**src/design/necf_pkg.sv**
```systemverilog
`timescale 1ns / 1ps

package necf_pkg;

	localparam int TICK_W      = 20;
	localparam int UNIT_W      = 16;
	localparam int QUEUE_DEPTH = 2;

	localparam logic [UNIT_W-1:0] UNIT_RESET   = 16'd9000;
	localparam logic              LEGACY_RESET = 1'b0;

	// Register index, taken from paddr[2].
	localparam logic REG_UNIT_TICKS  = 1'b0;
	localparam logic REG_LEGACY_MODE = 1'b1;

	typedef struct packed {
		logic [UNIT_W-1:0] unit_ticks;
		logic              legacy_mode;
	} necf_cfg_t;

	// Keeps the low byte and puts its inverse in the high byte.
	function automatic logic [15:0] fill_inverse(input logic [15:0] v);
		return {~v[7:0], v[7:0]};
	endfunction

endpackage

```
**src/design/nec_ir_frame_encoder.sv**
```systemverilog
`timescale 1ns / 1ps
// Channel   Direction  Contents
// s_*       in         frame request: tdata = address [15:0], payload [31:16]
// m_*       out        timing pair: tdata = mark_ticks [19:0], space_ticks [39:20];
//                      tlast marks the stop pair
// APB       in/out     register 0 unit_ticks at 0x0, register 1 legacy_mode at 0x4
//
// Each request yields FRAME_BITS+2 pairs, one per cycle from the pair sequencer
// in the back end; frames queued behind one another follow with no idle cycle.
// A request passes the front stage and the queue before the sequencer registers its first pair.
// Requests are taken while the sequencer runs, until the front stage and the
// two-entry queue are full. A stall on m_tready holds the pair and the sequencer.
// Reset clears the handshake state and sets the registers to their reset values.

module nec_ir_frame_encoder #(
	parameter int FRAME_BITS = 32
) (
	input  logic        clk,
	input  logic        arst_n,
	input  logic        s_tvalid,
	output logic        s_tready,
	input  logic [31:0] s_tdata,   // address [15:0], payload [31:16]
	output logic        m_tvalid,
	input  logic        m_tready,
	output logic [39:0] m_tdata,   // mark_ticks [19:0], space_ticks [39:20]
	output logic        m_tlast,
	input  logic        psel,
	input  logic        penable,
	input  logic        pwrite,
	input  logic [2:0]  paddr,
	input  logic [31:0] pwdata,
	output logic [31:0] prdata,
	output logic        pready
);
	import necf_pkg::*;

	necf_cfg_t             cfg_q;
	logic                  cfg_write;
	logic                  push_valid;
	logic                  push_ready;
	logic [FRAME_BITS-1:0] push_word;
	logic                  pop_valid;
	logic                  pop;
	logic [FRAME_BITS-1:0] pop_word;

	assign pready    = 1'b1;
	assign cfg_write = psel && penable && pwrite && pready;

	always_ff @(posedge clk or negedge arst_n) begin
		if (!arst_n) begin
			cfg_q.unit_ticks  <= UNIT_RESET;
			cfg_q.legacy_mode <= LEGACY_RESET;
		end else if (cfg_write) begin
			case (paddr[2])
				REG_UNIT_TICKS:  cfg_q.unit_ticks  <= pwdata[UNIT_W-1:0];
				REG_LEGACY_MODE: cfg_q.legacy_mode <= pwdata[0];
				default: ;
			endcase
		end
	end

	always_comb begin
		case (paddr[2])
			REG_UNIT_TICKS:  prdata = {16'h0000, cfg_q.unit_ticks};
			REG_LEGACY_MODE: prdata = {31'h0, cfg_q.legacy_mode};
			default:         prdata = '0;
		endcase
	end

	necf_front #(.FRAME_BITS(FRAME_BITS)) u_front (
		.clk       (clk),
		.arst_n    (arst_n),
		.cfg       (cfg_q),
		.s_tvalid  (s_tvalid),
		.s_tready  (s_tready),
		.s_tdata   (s_tdata),
		.push_valid(push_valid),
		.push_ready(push_ready),
		.push_word (push_word)
	);

	necf_fifo #(.WIDTH(FRAME_BITS)) u_fifo (
		.clk       (clk),
		.arst_n    (arst_n),
		.push_valid(push_valid),
		.push_ready(push_ready),
		.push_word (push_word),
		.pop_valid (pop_valid),
		.pop       (pop),
		.pop_word  (pop_word)
	);

	necf_back #(.FRAME_BITS(FRAME_BITS)) u_back (
		.clk      (clk),
		.arst_n   (arst_n),
		.cfg      (cfg_q),
		.pop_valid(pop_valid),
		.pop      (pop),
		.pop_word (pop_word),
		.m_tvalid (m_tvalid),
		.m_tready (m_tready),
		.m_tdata  (m_tdata),
		.m_tlast  (m_tlast)
	);

endmodule

```
**src/design/necf_front.sv**
```systemverilog
`timescale 1ns / 1ps

module necf_front #(
	parameter int FRAME_BITS = 32
) (
	input  logic                  clk,
	input  logic                  arst_n,
	input  necf_pkg::necf_cfg_t   cfg,
	input  logic                  s_tvalid,
	output logic                  s_tready,
	input  logic [31:0]           s_tdata,
	output logic                  push_valid,
	input  logic                  push_ready,
	output logic [FRAME_BITS-1:0] push_word
);
	import necf_pkg::*;

	logic                  valid_s1;
	logic [FRAME_BITS-1:0] word_s1;
	logic [31:0]           frame_word;
	logic                  accept;

	always_comb begin
		if (cfg.legacy_mode) begin
			frame_word = {fill_inverse(s_tdata[31:16]), fill_inverse(s_tdata[15:0])};
		end else begin
			frame_word = s_tdata;
		end
	end

	assign s_tready   = !valid_s1 || push_ready;
	assign accept     = s_tvalid && s_tready;
	assign push_valid = valid_s1;
	assign push_word  = word_s1;

	always_ff @(posedge clk or negedge arst_n) begin
		if (!arst_n) begin
			valid_s1 <= 1'b0;
		end else if (accept) begin
			valid_s1 <= 1'b1;
		end else if (push_ready) begin
			valid_s1 <= 1'b0;
		end
	end

	always_ff @(posedge clk) begin
		if (accept) begin
			word_s1 <= frame_word[FRAME_BITS-1:0];
		end
	end

endmodule

```
**src/design/necf_fifo.sv**
```systemverilog
`timescale 1ns / 1ps

module necf_fifo #(
	parameter int WIDTH = 32
) (
	input  logic             clk,
	input  logic             arst_n,
	input  logic             push_valid,
	output logic             push_ready,
	input  logic [WIDTH-1:0] push_word,
	output logic             pop_valid,
	input  logic             pop,
	output logic [WIDTH-1:0] pop_word
);
	import necf_pkg::*;

	localparam int PTR_W = (QUEUE_DEPTH > 1) ? $clog2(QUEUE_DEPTH) : 1;
	localparam int CNT_W = $clog2(QUEUE_DEPTH + 1);
	localparam logic [PTR_W-1:0] LAST_PTR = PTR_W'(QUEUE_DEPTH - 1);
	localparam logic [CNT_W-1:0] FULL_CNT = CNT_W'(QUEUE_DEPTH);

	logic [WIDTH-1:0] entry_q [QUEUE_DEPTH];
	logic [PTR_W-1:0] wr_ptr_q;
	logic [PTR_W-1:0] rd_ptr_q;
	logic [CNT_W-1:0] count_q;
	logic             do_push;
	logic             do_pop;

	assign push_ready = (count_q != FULL_CNT);
	assign pop_valid  = (count_q != '0);
	assign pop_word   = entry_q[rd_ptr_q];
	assign do_push    = push_valid && push_ready;
	assign do_pop     = pop && pop_valid;

	always_ff @(posedge clk or negedge arst_n) begin
		if (!arst_n) begin
			wr_ptr_q <= '0;
			rd_ptr_q <= '0;
			count_q  <= '0;
		end else begin
			if (do_push) begin
				wr_ptr_q <= (wr_ptr_q == LAST_PTR) ? '0 : wr_ptr_q + 1'b1;
			end
			if (do_pop) begin
				rd_ptr_q <= (rd_ptr_q == LAST_PTR) ? '0 : rd_ptr_q + 1'b1;
			end
			if (do_push && !do_pop) begin
				count_q <= count_q + 1'b1;
			end else if (do_pop && !do_push) begin
				count_q <= count_q - 1'b1;
			end
		end
	end

	always_ff @(posedge clk) begin
		if (do_push) begin
			entry_q[wr_ptr_q] <= push_word;
		end
	end

endmodule

```
**src/design/necf_back.sv**
```systemverilog
`timescale 1ns / 1ps

module necf_back #(
	parameter int FRAME_BITS = 32
) (
	input  logic                        clk,
	input  logic                        arst_n,
	input  necf_pkg::necf_cfg_t         cfg,
	input  logic                        pop_valid,
	output logic                        pop,
	input  logic [FRAME_BITS-1:0]       pop_word,
	output logic                        m_tvalid,
	input  logic                        m_tready,
	output logic [2*necf_pkg::TICK_W-1:0] m_tdata,
	output logic                        m_tlast
);
	import necf_pkg::*;

	localparam int CNT_W = $clog2(FRAME_BITS + 2);
	localparam logic [CNT_W-1:0] STOP_IDX = CNT_W'(FRAME_BITS + 1);

	logic                  busy_q;
	logic [CNT_W-1:0]      pair_q;
	logic [FRAME_BITS-1:0] shift_q;
	logic                  out_valid_q;
	logic [TICK_W-1:0]     mark_q;
	logic [TICK_W-1:0]     space_q;
	logic                  last_q;

	logic                  advance;
	logic                  at_stop;
	logic                  frame_start;
	logic [TICK_W-1:0]     unit_w;
	logic [TICK_W-1:0]     mark_d;
	logic [TICK_W-1:0]     space_d;

	assign advance     = busy_q && (!out_valid_q || m_tready);
	assign at_stop     = (pair_q == STOP_IDX);
	// A queued frame starts right behind the stop pair of the one before it.
	assign frame_start = pop_valid && (!busy_q || (advance && at_stop));
	assign pop         = frame_start;
	assign unit_w      = TICK_W'(cfg.unit_ticks);

	always_comb begin
		if (pair_q == '0) begin
			mark_d  = {cfg.unit_ticks, 4'b0000};
			space_d = TICK_W'({cfg.unit_ticks, 3'b000});
		end else if (at_stop) begin
			mark_d  = unit_w;
			space_d = '0;
		end else if (shift_q[0]) begin
			mark_d  = unit_w;
			space_d = unit_w + TICK_W'({cfg.unit_ticks, 1'b0});
		end else begin
			mark_d  = unit_w;
			space_d = unit_w;
		end
	end

	always_ff @(posedge clk or negedge arst_n) begin
		if (!arst_n) begin
			busy_q      <= 1'b0;
			pair_q      <= '0;
			out_valid_q <= 1'b0;
		end else begin
			if (frame_start) begin
				busy_q <= 1'b1;
				pair_q <= '0;
			end else if (advance) begin
				busy_q <= !at_stop;
				pair_q <= pair_q + 1'b1;
			end
			if (advance) begin
				out_valid_q <= 1'b1;
			end else if (m_tready) begin
				out_valid_q <= 1'b0;
			end
		end
	end

	always_ff @(posedge clk) begin
		if (frame_start) begin
			shift_q <= pop_word;
		end else if (advance && pair_q != '0) begin
			shift_q <= shift_q >> 1;
		end
		if (advance) begin
			mark_q  <= mark_d;
			space_q <= space_d;
			last_q  <= at_stop;
		end
	end

	assign m_tvalid = out_valid_q;
	assign m_tdata  = {space_q, mark_q};
	assign m_tlast  = last_q;

endmodule

```
**config.mk**
```make
export PLATFORM = sky130hd
export DESIGN_NAME = nec_ir_frame_encoder
export DESIGN_NICKNAME = d
export VERILOG_FILES = /design/src/design/necf_pkg.sv /design/src/design/nec_ir_frame_encoder.sv /design/src/design/necf_front.sv /design/src/design/necf_fifo.sv /design/src/design/necf_back.sv
export SDC_FILE = /design/constraint.sdc
export NUM_CORES = 1
export LEC_CHECK = 0
export BUFFER_PORTS_ARGS = -buffer_cell sky130_fd_sc_hd__clkbuf_2
export CORE_MARGIN = 4
export CORE_UTILIZATION = 45
export CTS_CLUSTER_DIAMETER = 60
export DETAILED_ROUTE_END_ITERATION = 8
export HOLD_SLACK_MARGIN = 0.03
export PLACE_DENSITY = 0.72
export SLEW_MARGIN = 20
export SYNTH_ARGS = -nofsm -noshare
export SYNTH_HDL_FRONTEND = slang
export SYNTH_SLANG_ARGS = --single-unit
export TNS_END_PERCENT = 20
```
**constraint.sdc**
```tcl
create_clock -name clk -period 2.9 [get_ports clk]
set_input_delay 0.435 -clock clk [delete_from_list [all_inputs] [get_ports clk]]
set_output_delay 0.435 -clock clk [all_outputs]
set_load 0.05 [all_outputs]
```
# Word level (Yosys, flattened, before mapping)
# Memory sizes are Yosys's and may differ from the RTL's.
# Index checks and enable logic that the tools add are counted.
# W data, S select, Z words.
# word_totals
regBits,135
ramBits,64
input_bits,74
output_inout_bits,76
elab_cells,85
n_memories,1
# memory_table
name,depth,width,read_ports,rd_ports_with_merged_regs,wr,line_no,source
u_fifo.entry_q,2,32,1,0,1,necf_fifo.sv:22,logic [WIDTH-1:0] entry_q [QUEUE_DEPTH];
# op_classes
addsub,6
eq_ne,2
mux,22
bitwise,4
reduce_logical,32
# op_table
cell,n
$mux W32,3
$pmux W32 S2,1
$mux W19,2
$add A16 B17 Y18,1
$mux W18,1
$mux W16,1
$not A8 Y8,2
$mux W6,2
$reduce_bool A2 Y1,6
$logic_and A1 B1 Y1,11
$mux W1,10
$add A6 B1 Y6 const B,1
$eq A6 B6 Y1 const B,1
$logic_not A1 Y1,6
$logic_not A6 Y1,1
$reduce_bool A6 Y1,1
$mux W2,2
$reduce_and A2 Y1,2
$logic_or A1 B1 Y1,3
$reduce_or A3 Y1,1
$add A1 B1 Y1 const B,2
$add A2 B1 Y2 const B,1
$ne A2 B2 Y1 const B,1
$not A1 Y1,2
other kinds (2),2

# Logic depth before layout (Yosys ltp)
# Gate-level depths: netlist of run 1.
# logic_depth
word_depth,10
mapped_depth,11
depth_no_buf,10

# By module
# From an unflattened synthesis of run 1, not the netlist that was laid out.
# hier_totals
hier_cells,599
area_unflattened_um2,9037.4
# by_module_without_submodules
mod,instances,cells_each,area_each_um2,seq_area_each_um2
necf_back,1,338,4170.2,2332.2
necf_fifo,1,118,2658.8,2021.9
necf_front,1,70,1256.2,985.9
nec_ir_frame_encoder,1,73,952.2,431.7

# Worst setup path after synthesis of run 1
# No wires, ideal clock.
# synth_path
path_type,register to register
from,reg u_back.out_valid_q (netlist: u_back.m_tvalid)
to,"reg u_back.shift_q[0], enable pin"
setup_time_ps,389
t_arrival_ps,2259
required_ps,2511
slack_ps,252
path_stages_with_launch,6
n_path_buf,1
synth_period_minus_slack_ps,2648
path_cell_list,dfrtp_1 nand2b_1 and2_1 buf_2 nand2_1 nand2_1
# synth_via
elab_chain_cells,7
elab_cells_between_ends,8
classes_between,reduce/logical (8)
# synth_lines
item,line_no,source
from (decl),necf_back.sv:25,logic out_valid_q;
from (signal assigned),necf_back.sv:64,out_valid_q <= 1'b0;
from (signal assigned),necf_back.sv:74,out_valid_q <= 1'b1;
from (signal assigned),necf_back.sv:76,out_valid_q <= 1'b0;
$logic_not A1 Y1 *,necf_back.sv:37,assign advance = busy_q && (!out_valid_q || m_tready);
$logic_or A1 B1 Y1 *,necf_back.sv:37,
$logic_and A1 B1 Y1 *,necf_back.sv:37,
via u_back.advance,necf_back.sv:30,logic advance;
$logic_and A1 B1 Y1,necf_back.sv:40,assign frame_start = pop_valid && (!busy_q || (advance && at_stop));
$logic_or A1 B1 Y1,necf_back.sv:40,
$logic_and A1 B1 Y1,necf_back.sv:40,
$reduce_bool A2 Y1 (no source line) *,--,
to (signal assigned),necf_back.sv:83,shift_q <= pop_word;
to (signal assigned),necf_back.sv:85,shift_q <= shift_q >> 1;
to (decl),necf_back.sv:24,logic [FRAME_BITS-1:0] shift_q;
# The timed path passes the listed nets; every way through them passes the cells marked *.
# A chain may end at the register's enable or synchronous reset.

# Worst setup path after layout of run 1
# layout_path
from,reg cfg_q[1] (netlist bit)
to,reg u_back.space_q[11] (data pin)
# layout_via
elab_chain_cells,4
# layout_lines
item,line_no,source
from (decl),nec_ir_frame_encoder.sv:37,necf_cfg_t cfg_q;
$add A16 B17 Y18,necf_back.sv:53,"space_d = unit_w + TICK_W'({cfg.unit_ticks, 1'b0});"
$mux W18,necf_back.sv:51,end else if (shift_q[0]) begin
$mux W19,necf_back.sv:48,end else if (at_stop) begin
$mux W19,necf_back.sv:45,if (pair_q == '0) begin
via u_back.space_d[11],necf_back.sv:35,logic [TICK_W-1:0] space_d;
to (signal assigned),necf_back.sv:89,space_q <= space_d;
to (decl),necf_back.sv:27,logic [TICK_W-1:0] space_q;
# The timed path passes the listed nets, and every way through them passes these cells.

==> results of run 1 <==
state kept, by name (all words and copies together) (netlist names):
signal	flops
u_back.busy_q	1
u_back.shift_q	32
u_front.push_valid	1
u_fifo.entry_q	64
u_back.m_tlast	1
u_fifo.count_q	2
u_fifo.wr_ptr_q	1
cfg_q	17
u_front.push_word	32
u_fifo.rd_ptr_q	1
u_back.pair_q	6
u_back.space_q	19
u_back.m_tvalid	1
u_back.mark_q	19
metrics by stage:
stage / hold WS [ps] / cell area [µm²] / util (%)
floorplan: 139 / 8710 / -
global placement: 424 / 9480 / 50.3
detailed placement: 429 / 9480 / 50.3
CTS: 82.5 / 10100 / 53.6
global route: 121 / 10100 / 53.6
finish: 60.3 / 10100 / 53.6
how the worst max path moves through the flow:
stage / start / endpoint / slack (ps)
floorplan: u_back.m_tvalid / u_back.shift_q[0] / 250
global placement: cfg_q[1] / u_back.space_q[17] / 340
detailed placement: cfg_q[1] / u_back.space_q[11] / 320
CTS: cfg_q[1] / u_back.space_q[11] / 310
global route: cfg_q[1] / u_back.space_q[17] / 120
finish: cfg_q[1] / u_back.space_q[11] / 330
worst reg2reg max path: stages, from the launching register on:
cell and delay, ps:
dfrtp_1 430, ha_1 260, fa_1 430, a211o_1 340, a21oi_2 200, nor2b_1 80
a31oi_1 230, o21ai_0 130, xnor2_1 140, o21ai_0 80
cell usage after synthesis (all sizes together) (2+ instances only):
master,number
edfxtp,167
mux2i,58
nor2,53
a21oi,48
nand2,48
buf,33
dfrtp,25
inv,22
o21ai,22
ha,20
mux2,18
nor2b,16
xnor2,11
clkbuf,10
xor2,10
and2,8
a21o,6
dfstp,5
nand2b,5
o21bai,4
a211oi,3
nand3,3
nand4,3
nand4b,3
nor3,3
a211o,2
a31oi,2
and3,2
and3b,2
conb,2
nand3b,2
or2,2
or3,2
power breakdown:
part	total (mW)	internal (mW)	switching, mW
combinational	2.90	0.961	1.94
sequential	4.39	4.04	0.346
clock	2.40	1.19	1.21
total	9.69	6.19	3.50
layer usage:
metal  GRT usage, %  wire length [µm]
met1           19.1              6950
met2           21.9              6970
met3           2.79               771
met4           5.79               232
met5              0                 0
area by class of cell:
| type | count | area share [%] |
|---|---|---|
| Multi-Input combinational cell | 384 | 25.9 |
| Timing Repair Buffer | 129 | 6.79 |
| Clock buffer | 17 | 4.21 |
| Inverter | 22 | 0.818 |
| Sequential cell | 197 | 57.2 |
| Clock inverter | 15 | 1.90 |
| Tap cell | 260 | 3.22 |
cells by family after synthesis:
family                   synth area share (%)
flip-flops                               66.7
AO/OA/AOI/OAI                            6.53
AND/OR/NAND/NOR                          8.47
adder cells (fa/ha/maj)                  3.12
XOR/XNOR                                 2.13
other                                  0.0868
buffers and inverters                    3.92
multiplexers                             9.05
==> metrics.csv, run 1 <==
stage,metric,value,unit
setup_path,critPathBufInv,0,
timing,relSlewSlack,47.8,%
yosys,ys_types,54,
setup_path,cp.arrival,2750,ps
timing,finalCriticalPeriod,2570,ps
setup_path,worstSetupStartpointType,register,
drt,ant_nets,0,
placed_design,place_ws,319,ps
setup_path,critPathMostFrequentCell,o21ai_0,
setup_path,crit_type,reg2reg,
yosys,synth.avg_cell_area,13.7,µm²
outcome,outcome,"finished, final reports clean",
setup_path,cp.depth,9,
placed_design,port_buffers,113,
timing,max_freq,389,MHz
clock_tree,cts.sinks,197,
cells_and_area,final-seq-area,0.00577,mm²
yosys,async_reset_ff_share,15.2,%
floorplan,die_w,147,µm
drt,route.detailed.drc,0,
clock_tree,cts_setup_buffers,0,
clock_tree,hold_buffers,0,
timing,hold_viol_final,0,
floorplan,core,0.0188,mm²
setup_path,critPathTopFamily,compound AO/OA/AOI/OAI gates,
clock_tree,cts_tree,built,
setup_path,worstRegToRegCells,9,
setup_path,slowest_stage,dfrtp_1,
yosys,yosys.area.top_type,edfxtp_1,
worst_hold_path,min_path_type,in2async,
placed_design,gp_congestion,0.881,
drt,wl_per_cell,14.6,µm
drt,via_per_inst,4.92,
timing,rsz0062_at_grt,false,
clock_tree,cts.reportedPaths.clkPinSlew,80,ps
clock_tree,cts_buffers,17,
floorplan,rows,50,
timing,slew_viol_final,0,
timing,setup_viol,0,
cells_and_area,multiInputGateArea,0.00262,mm²
global_route,grt_max_degree,70,
timing,layout_setup_ws,327,ps
power,finalPower,9.69,mW
global_route,first_global_vias,4863,
cells_and_area,drive_gt1_share,26.0,%
cells_and_area,n_antenna_cell,0,
cells_and_area,fillers,1568,
setup_path,required,3080,ps
global_route,antenna_found_initial,0,
clock_tree,insertion_delay,440,ps
floorplan,initial_core_util,46.0,%
yosys,yosysWarnings,0,
power,p_leak,4.28,nW
placed_design,post-place-cells,992,
power,ir_worst_vdd,0.521,mV
setup_path,crit_chain,"ha_1, fa_1, a211o_1, a21oi_2, nor2b_1, a31oi_1, o21ai_0, xnor2_1, o21ai_0",
placed_design,hpwl,10.1,mm
yosys,ys.flop_type,edfxtp_1,
setup_path,reg2reg_from,cfg_q[1],
floorplan,num_io_pins,150,
setup_path,r2r-end,u_back.space_q[11],
timing,skew,11.9,ps
power,power_density,960,mW/mm²
cells_and_area,layout_common_cells,"167 x edfxtp_1, 113 x clkbuf_2, 58 x mux2i_1",
clock_tree,cts_resized,0,
global_route,grt_usage,14.0,%
yosys,synth_area_leaders,"edfxtp_1 58%, dfrtp_1 7.2%, mux2i_1 6.7%",
yosys,seq_area_frac_synth,66.7,%
setup_path,crit_path_max_incr_delay,430,ps
drt,vias,5036,
setup_path,path_max_fanout,6,
global_route,grt_pass1_wl,24.1,mm
yosys,yosys_register_bits,197,
floorplan,die_area,0.0215,mm²
cells_and_area,layout_commonest_cell,edfxtp_1,
yosys,synth_cells,630,
clock_tree,cts.path.max_buffers,2,
cells_and_area,nets,846,
global_route,gr-total-overflow,0,
drt,wirelength,14.9,mm
clock_tree,h-tree-depth,4,
timing,tns,0,ps
drt,first_pass_iters,4,
drt,drtIter0Drc,274,
clock_tree,clock-root-buffer,clkbuf_16,
flow_run,maxCapViolCount,0,
cells_and_area,area_growth_syn_to_layout,16.7,%
yosys,syn-cell-area,0.00865,mm²
timing,worstMarginPinSlew,782,ps
floorplan,die_y,147,µm
yosys,synth_edf_count,167,
yosys,synth_top_area_share,57.9,%
setup_path,end_kind,register,
timing,fin_crit_sh,88.7,%
cells_and_area,fin_cells,1024,
setup_path,r2r_slack,330,ps
(Power assumes the default switching activity.)
==> run 2: changes to the inputs <==
--- a/config.mk
+++ b/config.mk
@@ -6,12 +6,14 @@
 export NUM_CORES = 1
 export LEC_CHECK = 0
 export BUFFER_PORTS_ARGS = -buffer_cell sky130_fd_sc_hd__clkbuf_2
+export CELL_PAD_IN_SITES_DETAIL_PLACEMENT = 0
+export CELL_PAD_IN_SITES_GLOBAL_PLACEMENT = 2
 export CORE_MARGIN = 4
-export CORE_UTILIZATION = 45
+export CORE_UTILIZATION = 38
 export CTS_CLUSTER_DIAMETER = 60
 export DETAILED_ROUTE_END_ITERATION = 8
 export HOLD_SLACK_MARGIN = 0.03
-export PLACE_DENSITY = 0.72
+export PLACE_DENSITY = 0.85
 export SLEW_MARGIN = 20
 export SYNTH_ARGS = -nofsm -noshare
 export SYNTH_HDL_FRONTEND = slang
==> metrics.csv, run 2 (synthesized netlist as in run 1, its figures left out) <==
stage,metric,value,unit
outcome,outcome,"finished, final reports clean",
clock_tree,clock-root-buffer,clkbuf_16,
worst_hold_path,min_path_type,in2async,
placed_design,port_buffers,113,
timing,relSlewSlack,34.1,%
drt,via_per_inst,4.89,
setup_path,end_kind,register,
flow_run,maxCapViolCount,0,
cells_and_area,largest_reg_flops,64,
global_route,grt_max_degree,70,
global_route,antenna_found_initial,0,
clock_tree,cts_setup_buffers,0,
timing,setup_viol,0,
clock_tree,cts_resized,0,
cells_and_area,drive_gt1_share,26.2,%
timing,skew,15.4,ps
drt,first_pass_iters,4,
global_route,gr-total-overflow,0,
timing,fin_crit_sh,92.9,%
global_route,grt_usage,13.6,%
clock_tree,cts.reportedPaths.clkPinSlew,90,ps
clock_tree,insertion_delay,440,ps
floorplan,die_y,159,µm
setup_path,worstSetupStartpointType,register,
setup_path,path_max_fanout,6,
drt,vias,5100,
drt,wirelength,17.2,mm
setup_path,critPathBufInv,0,
floorplan,die_area,0.0253,mm²
setup_path,slowest_stage,dfrtp_1,
power,power_density,975,mW/mm²
timing,max_freq,371,MHz
cells_and_area,top_register,u_fifo.entry_q,
power,ir_worst_vdd,0.701,mV
clock_tree,cts_tree,built,
clock_tree,hold_buffers,0,
cells_and_area,area_growth_syn_to_layout,17.4,%
global_route,first_global_vias,5476,
clock_tree,cts.sinks,197,
cells_and_area,n_antenna_cell,0,
floorplan,initial_core_util,39.2,%
placed_design,hpwl,11.5,mm
floorplan,rows,54,
timing,layout_setup_ws,207,ps
setup_path,critPathMostFrequentCell,o21ai_0,
clock_tree,cts.path.max_buffers,2,
placed_design,gp_congestion,0.804,
power,p_leak,4.30,nW
drt,drtIter0Drc,277,
cells_and_area,nets,846,
timing,hold_viol_final,0,
floorplan,num_io_pins,150,
timing,slew_viol_final,0,
placed_design,place_ws,243,ps
timing,tns,0,ps
clock_tree,h-tree-depth,4,
floorplan,die_w,159,µm
timing,rsz0062_at_grt,false,
setup_path,crit_chain,"ha_1, fa_1, a211o_1, a21oi_2, nor2b_1, a31oi_1, o21ai_0, xnor2_1, o21ai_0",
setup_path,required,3080,ps
setup_path,critPathTopFamily,compound AO/OA/AOI/OAI gates,
setup_path,cp.arrival,2870,ps
setup_path,crit_type,reg2reg,
cells_and_area,final_util,46.0,%
drt,ant_nets,0,
setup_path,crit_path_max_incr_delay,440,ps
timing,worstMarginPinSlew,983,ps
clock_tree,cts_buffers,17,
timing,finalCriticalPeriod,2690,ps
drt,route.detailed.drc,0,
cells_and_area,layout_commonest_cell,edfxtp_1,
global_route,grt_pass1_wl,27.9,mm
cells_and_area,layout_common_cells,"167 x edfxtp_1, 113 x clkbuf_2, 58 x mux2i_1",
floorplan,core,0.0221,mm²
drt,wl_per_cell,16.5,µm
-- run 2: cell type report --
cell class              count  area (µm²)
well taps                 280         350
repair buffers            129         686
clock buffers              17         425
multi-input cells         384        2620
inverters                  22        82.6
flip-flops and latches    197        5770
fillers                  1920       11900
clock inverters            15         229
-- run 2: path summary, 6_finish.rpt --
path | from | end | slack, ps | cells after the start
max in group asynchronous | arst_n | u_fifo.rd_ptr_q | 2190 | 1
min in group clk | s_tdata[20] | u_front.push_word[20] | 180 | 1
hold reg to reg | u_front.push_word[4] | u_fifo.entry_q[1][4] | 450 | 0
hold / removal | arst_n | u_front.push_valid | 100 | 1
setup / recovery | cfg_q[1] | u_back.space_q[11] | 210 | 9
setup reg to reg | cfg_q[1] | u_back.space_q[11] | 210 | 9
-- run 2: metrics by stage --
| stage | cells | hold slack, ps | power [mW] | instance area, µm² |
|---|---|---|---|---|
| 2_1_floorplan | 646 | 139 | 6.68 | 8710 |
| 3_3_place_gp | 1012 | 424 | 7.35 | 9510 |
| 3_5_place_dp | 1012 | 431 | 7.45 | 9510 |
| 4_1_cts | 1044 | 108 | 10.0 | 10200 |
| 5_1_grt | 1044 | 153 | 10.4 | 10200 |
| 6_report | 1044 | 101 | 9.91 | 10200 |
-- run 2: per-layer routing --
metal | share of wire [%] | track usage, % | vias to the layer above
met5 | 0 | 0 | -
met4 | 1.1 | 3.75 | 0
li1 | - | - | 2485
met3 | 3.1 | 3.01 | 16
met1 | 43 | 16.3 | 2506
met2 | 53 | 24.8 | 93
-- run 2: where the power goes --
group / leakage (nW) / internal, mW / switching [mW] / total, mW
sequential: 1.95 / 4.04 / 0.380 / 4.43
clock: 0.316 / 1.24 / 1.29 / 2.53
combinational: 2.03 / 0.966 / 1.98 / 2.95
==> run 3: changes to the inputs <==
--- a/config.mk
+++ b/config.mk
@@ -12,7 +12,6 @@
 export CORE_UTILIZATION = 38
 export CTS_CLUSTER_DIAMETER = 60
 export DETAILED_ROUTE_END_ITERATION = 8
-export HOLD_SLACK_MARGIN = 0.03
 export PLACE_DENSITY = 0.85
 export SLEW_MARGIN = 20
 export SYNTH_ARGS = -nofsm -noshare
==> constraint.sdc (replaced) <==
create_clock -name clk -period 2.7 [get_ports clk]
set_input_delay 0.405 -clock clk [delete_from_list [all_inputs] [get_ports clk]]
set_output_delay 0.405 -clock clk [all_outputs]
set_load 0.05 [all_outputs]
==> metrics.csv, run 3 (synthesized netlist as in run 1, its figures left out) <==
stage,metric,value,unit
cells_and_area,nets,856,
floorplan,core,0.0221,mm²
cells_and_area,top_register,u_fifo.entry_q,
timing,relSlewSlack,37.4,%
drt,wirelength,17.2,mm
cells_and_area,drive_gt1_share,27.6,%
placed_design,hpwl,11.6,mm
power,finalPower,10.7,mW
worst_hold_path,min_path_type,in2async,
drt,first_pass_iters,4,
cells_and_area,fin_area,0.0103,mm²
global_route,grt_usage,13.8,%
floorplan,die_w,159,µm
global_route,antenna_found_initial,0,
floorplan,rows,54,
flow_run,maxCapViolCount,0,
setup_path,end_kind,register,
floorplan,num_io_pins,150,
cells_and_area,final-seq-area,0.00577,mm²
clock_tree,cts_tree,built,
timing,worstMarginPinSlew,939,ps
outcome,outcome,"finished, final reports clean",
clock_tree,cts_buffers,17,
cells_and_area,layout_common_cells,"167 x edfxtp_1, 113 x clkbuf_2, 58 x mux2i_1",
clock_tree,clock-root-buffer,clkbuf_16,
setup_path,slowest_stage,dfrtp_1,
setup_path,worstSetupStartpointType,register,
timing,fin_crit_sh,97.6,%
drt,drtIter0Drc,298,
cells_and_area,layout_commonest_cell,edfxtp_1,
clock_tree,insertion_delay,450,ps
power,power_density,1040,mW/mm²
cells_and_area,multiInputGateArea,0.00263,mm²
setup_path,path_max_fanout,4,
setup_path,critPathBufInv,1,
setup_path,required,2890,ps
drt,route.detailed.drc,0,
clock_tree,cts.sinks,197,
cells_and_area,fillers,1927,
setup_path,crit_path_max_incr_delay,410,ps
timing,hold_viol_final,0,
placed_design,placed_area,0.00958,mm²
clock_tree,hold_buffers,0,
cells_and_area,largest_reg_flops,64,
timing,setup_viol,0,
global_route,first_global_vias,5521,
drt,wl_per_cell,16.3,µm
cells_and_area,n_antenna_cell,0,
power,p_leak,4.35,nW
floorplan,die_area,0.0253,mm²
drt,vias,5165,
clock_tree,cts.reportedPaths.clkPinSlew,90,ps
global_route,grt_max_degree,70,
global_route,gr-total-overflow,0,
global_route,grt_pass1_wl,28.4,mm
placed_design,port_buffers,113,
clock_tree,h-tree-depth,4,
floorplan,die_y,159,µm
power,ir_worst_vdd,0.718,mV
floorplan,initial_core_util,39.2,%
drt,via_per_inst,4.90,
setup_path,crit_type,reg2reg,
drt,ant_nets,0,
setup_path,crit_chain,"ha_2, fa_2, a211o_1, a21oi_2, nor4_2, nor3_2, buf_4, xnor2_1, mux2i_1, o21ai_1",
clock_tree,cts.path.max_buffers,2,
timing,max_freq,379,MHz
setup_path,critPathTopFamily,compound AO/OA/AOI/OAI gates,
timing,slew_viol_final,0,
setup_path,cp.arrival,2830,ps
placed_design,gp_congestion,0.802,
timing,finalCriticalPeriod,2640,ps
cells_and_area,area_growth_syn_to_layout,18.6,%
timing,skew,17.1,ps
==> run 3: layout make-up <==
class | count | area share, %
clock inverter | 15 | 2.28
tap | 280 | 3.41
clock buffer | 17 | 4.14
timing repair buffer | 139 | 7.53
multi-input combinational | 384 | 25.6
inverter | 22 | 0.804
sequential | 197 | 56.2
==> run 3: layer usage <==
metal | vias up | share of wire (%) | wire (µm) | track usage [%]
li1 | 2510 | - | - | -
met1 | 2544 | 43 | 7350 | 17.1
met2 | 97 | 53 | 9060 | 24.3
met3 | 14 | 3.3 | 566 | 2.70
met4 | 0 | 1.3 | 221 | 4.81
met5 | - | 0 | 0 | 0
==> run 3: power by group <==
group	internal [mW]	leakage (nW)	switching [mW]	total, mW
registers	4.34	1.95	0.359	4.70
logic	1.10	2.09	2.20	3.30
clock network	1.33	0.317	1.38	2.71
==> run 3: repair_timing <==
action / 4_1_cts / 5_1_grt
endpoints found under the setup margin: 0 / 4
resized for setup: 0 / 6
buffers inserted: 0 / 2
==> run 3: worst reg2reg max path, delay by kind of cell, from the launching register on <==
family                     cells  cell delay, ps
buffers and inverters          1             170
xor gates and xnor gates       1              60
DFF                            1             410
muxes                          1             150
and+or+nand+nor                2             380
AOI/OAI and AO/OA              3             650
adders and majority gates      2             590
==> run 3: stage by stage <==
stage               hold WS, ps  setup TNS, ps  std cells  utilization, %  worst slack (ps)
floorplan                   109              0        646               -              52.0
finish                     58.0              0       1054            46.5              63.7
CTS                        84.3              0       1052            46.3              60.6
detailed placement          434              0       1020            43.4              71.7
global route                116          -20.6       1054            46.5             -15.9
global placement            423              0       1020            43.4               116
==> run 3: worst paths after layout <==
check | startpoint | depth (start not counted) | slack [ps] | to
setup / recovery | cfg_q[1] | 10 | 60 | u_back.space_q[13]
min in group clk | s_tdata[18] | 1 | 140 | u_front.push_word[18]
setup reg to reg | cfg_q[1] | 10 | 60 | u_back.space_q[13]
hold / removal | arst_n | 1 | 60 | u_front.push_valid
max in group asynchronous | arst_n | 1 | 2040 | u_fifo.rd_ptr_q
hold reg to reg | u_front.push_word[14] | 0 | 450 | u_fifo.entry_q[0][14]
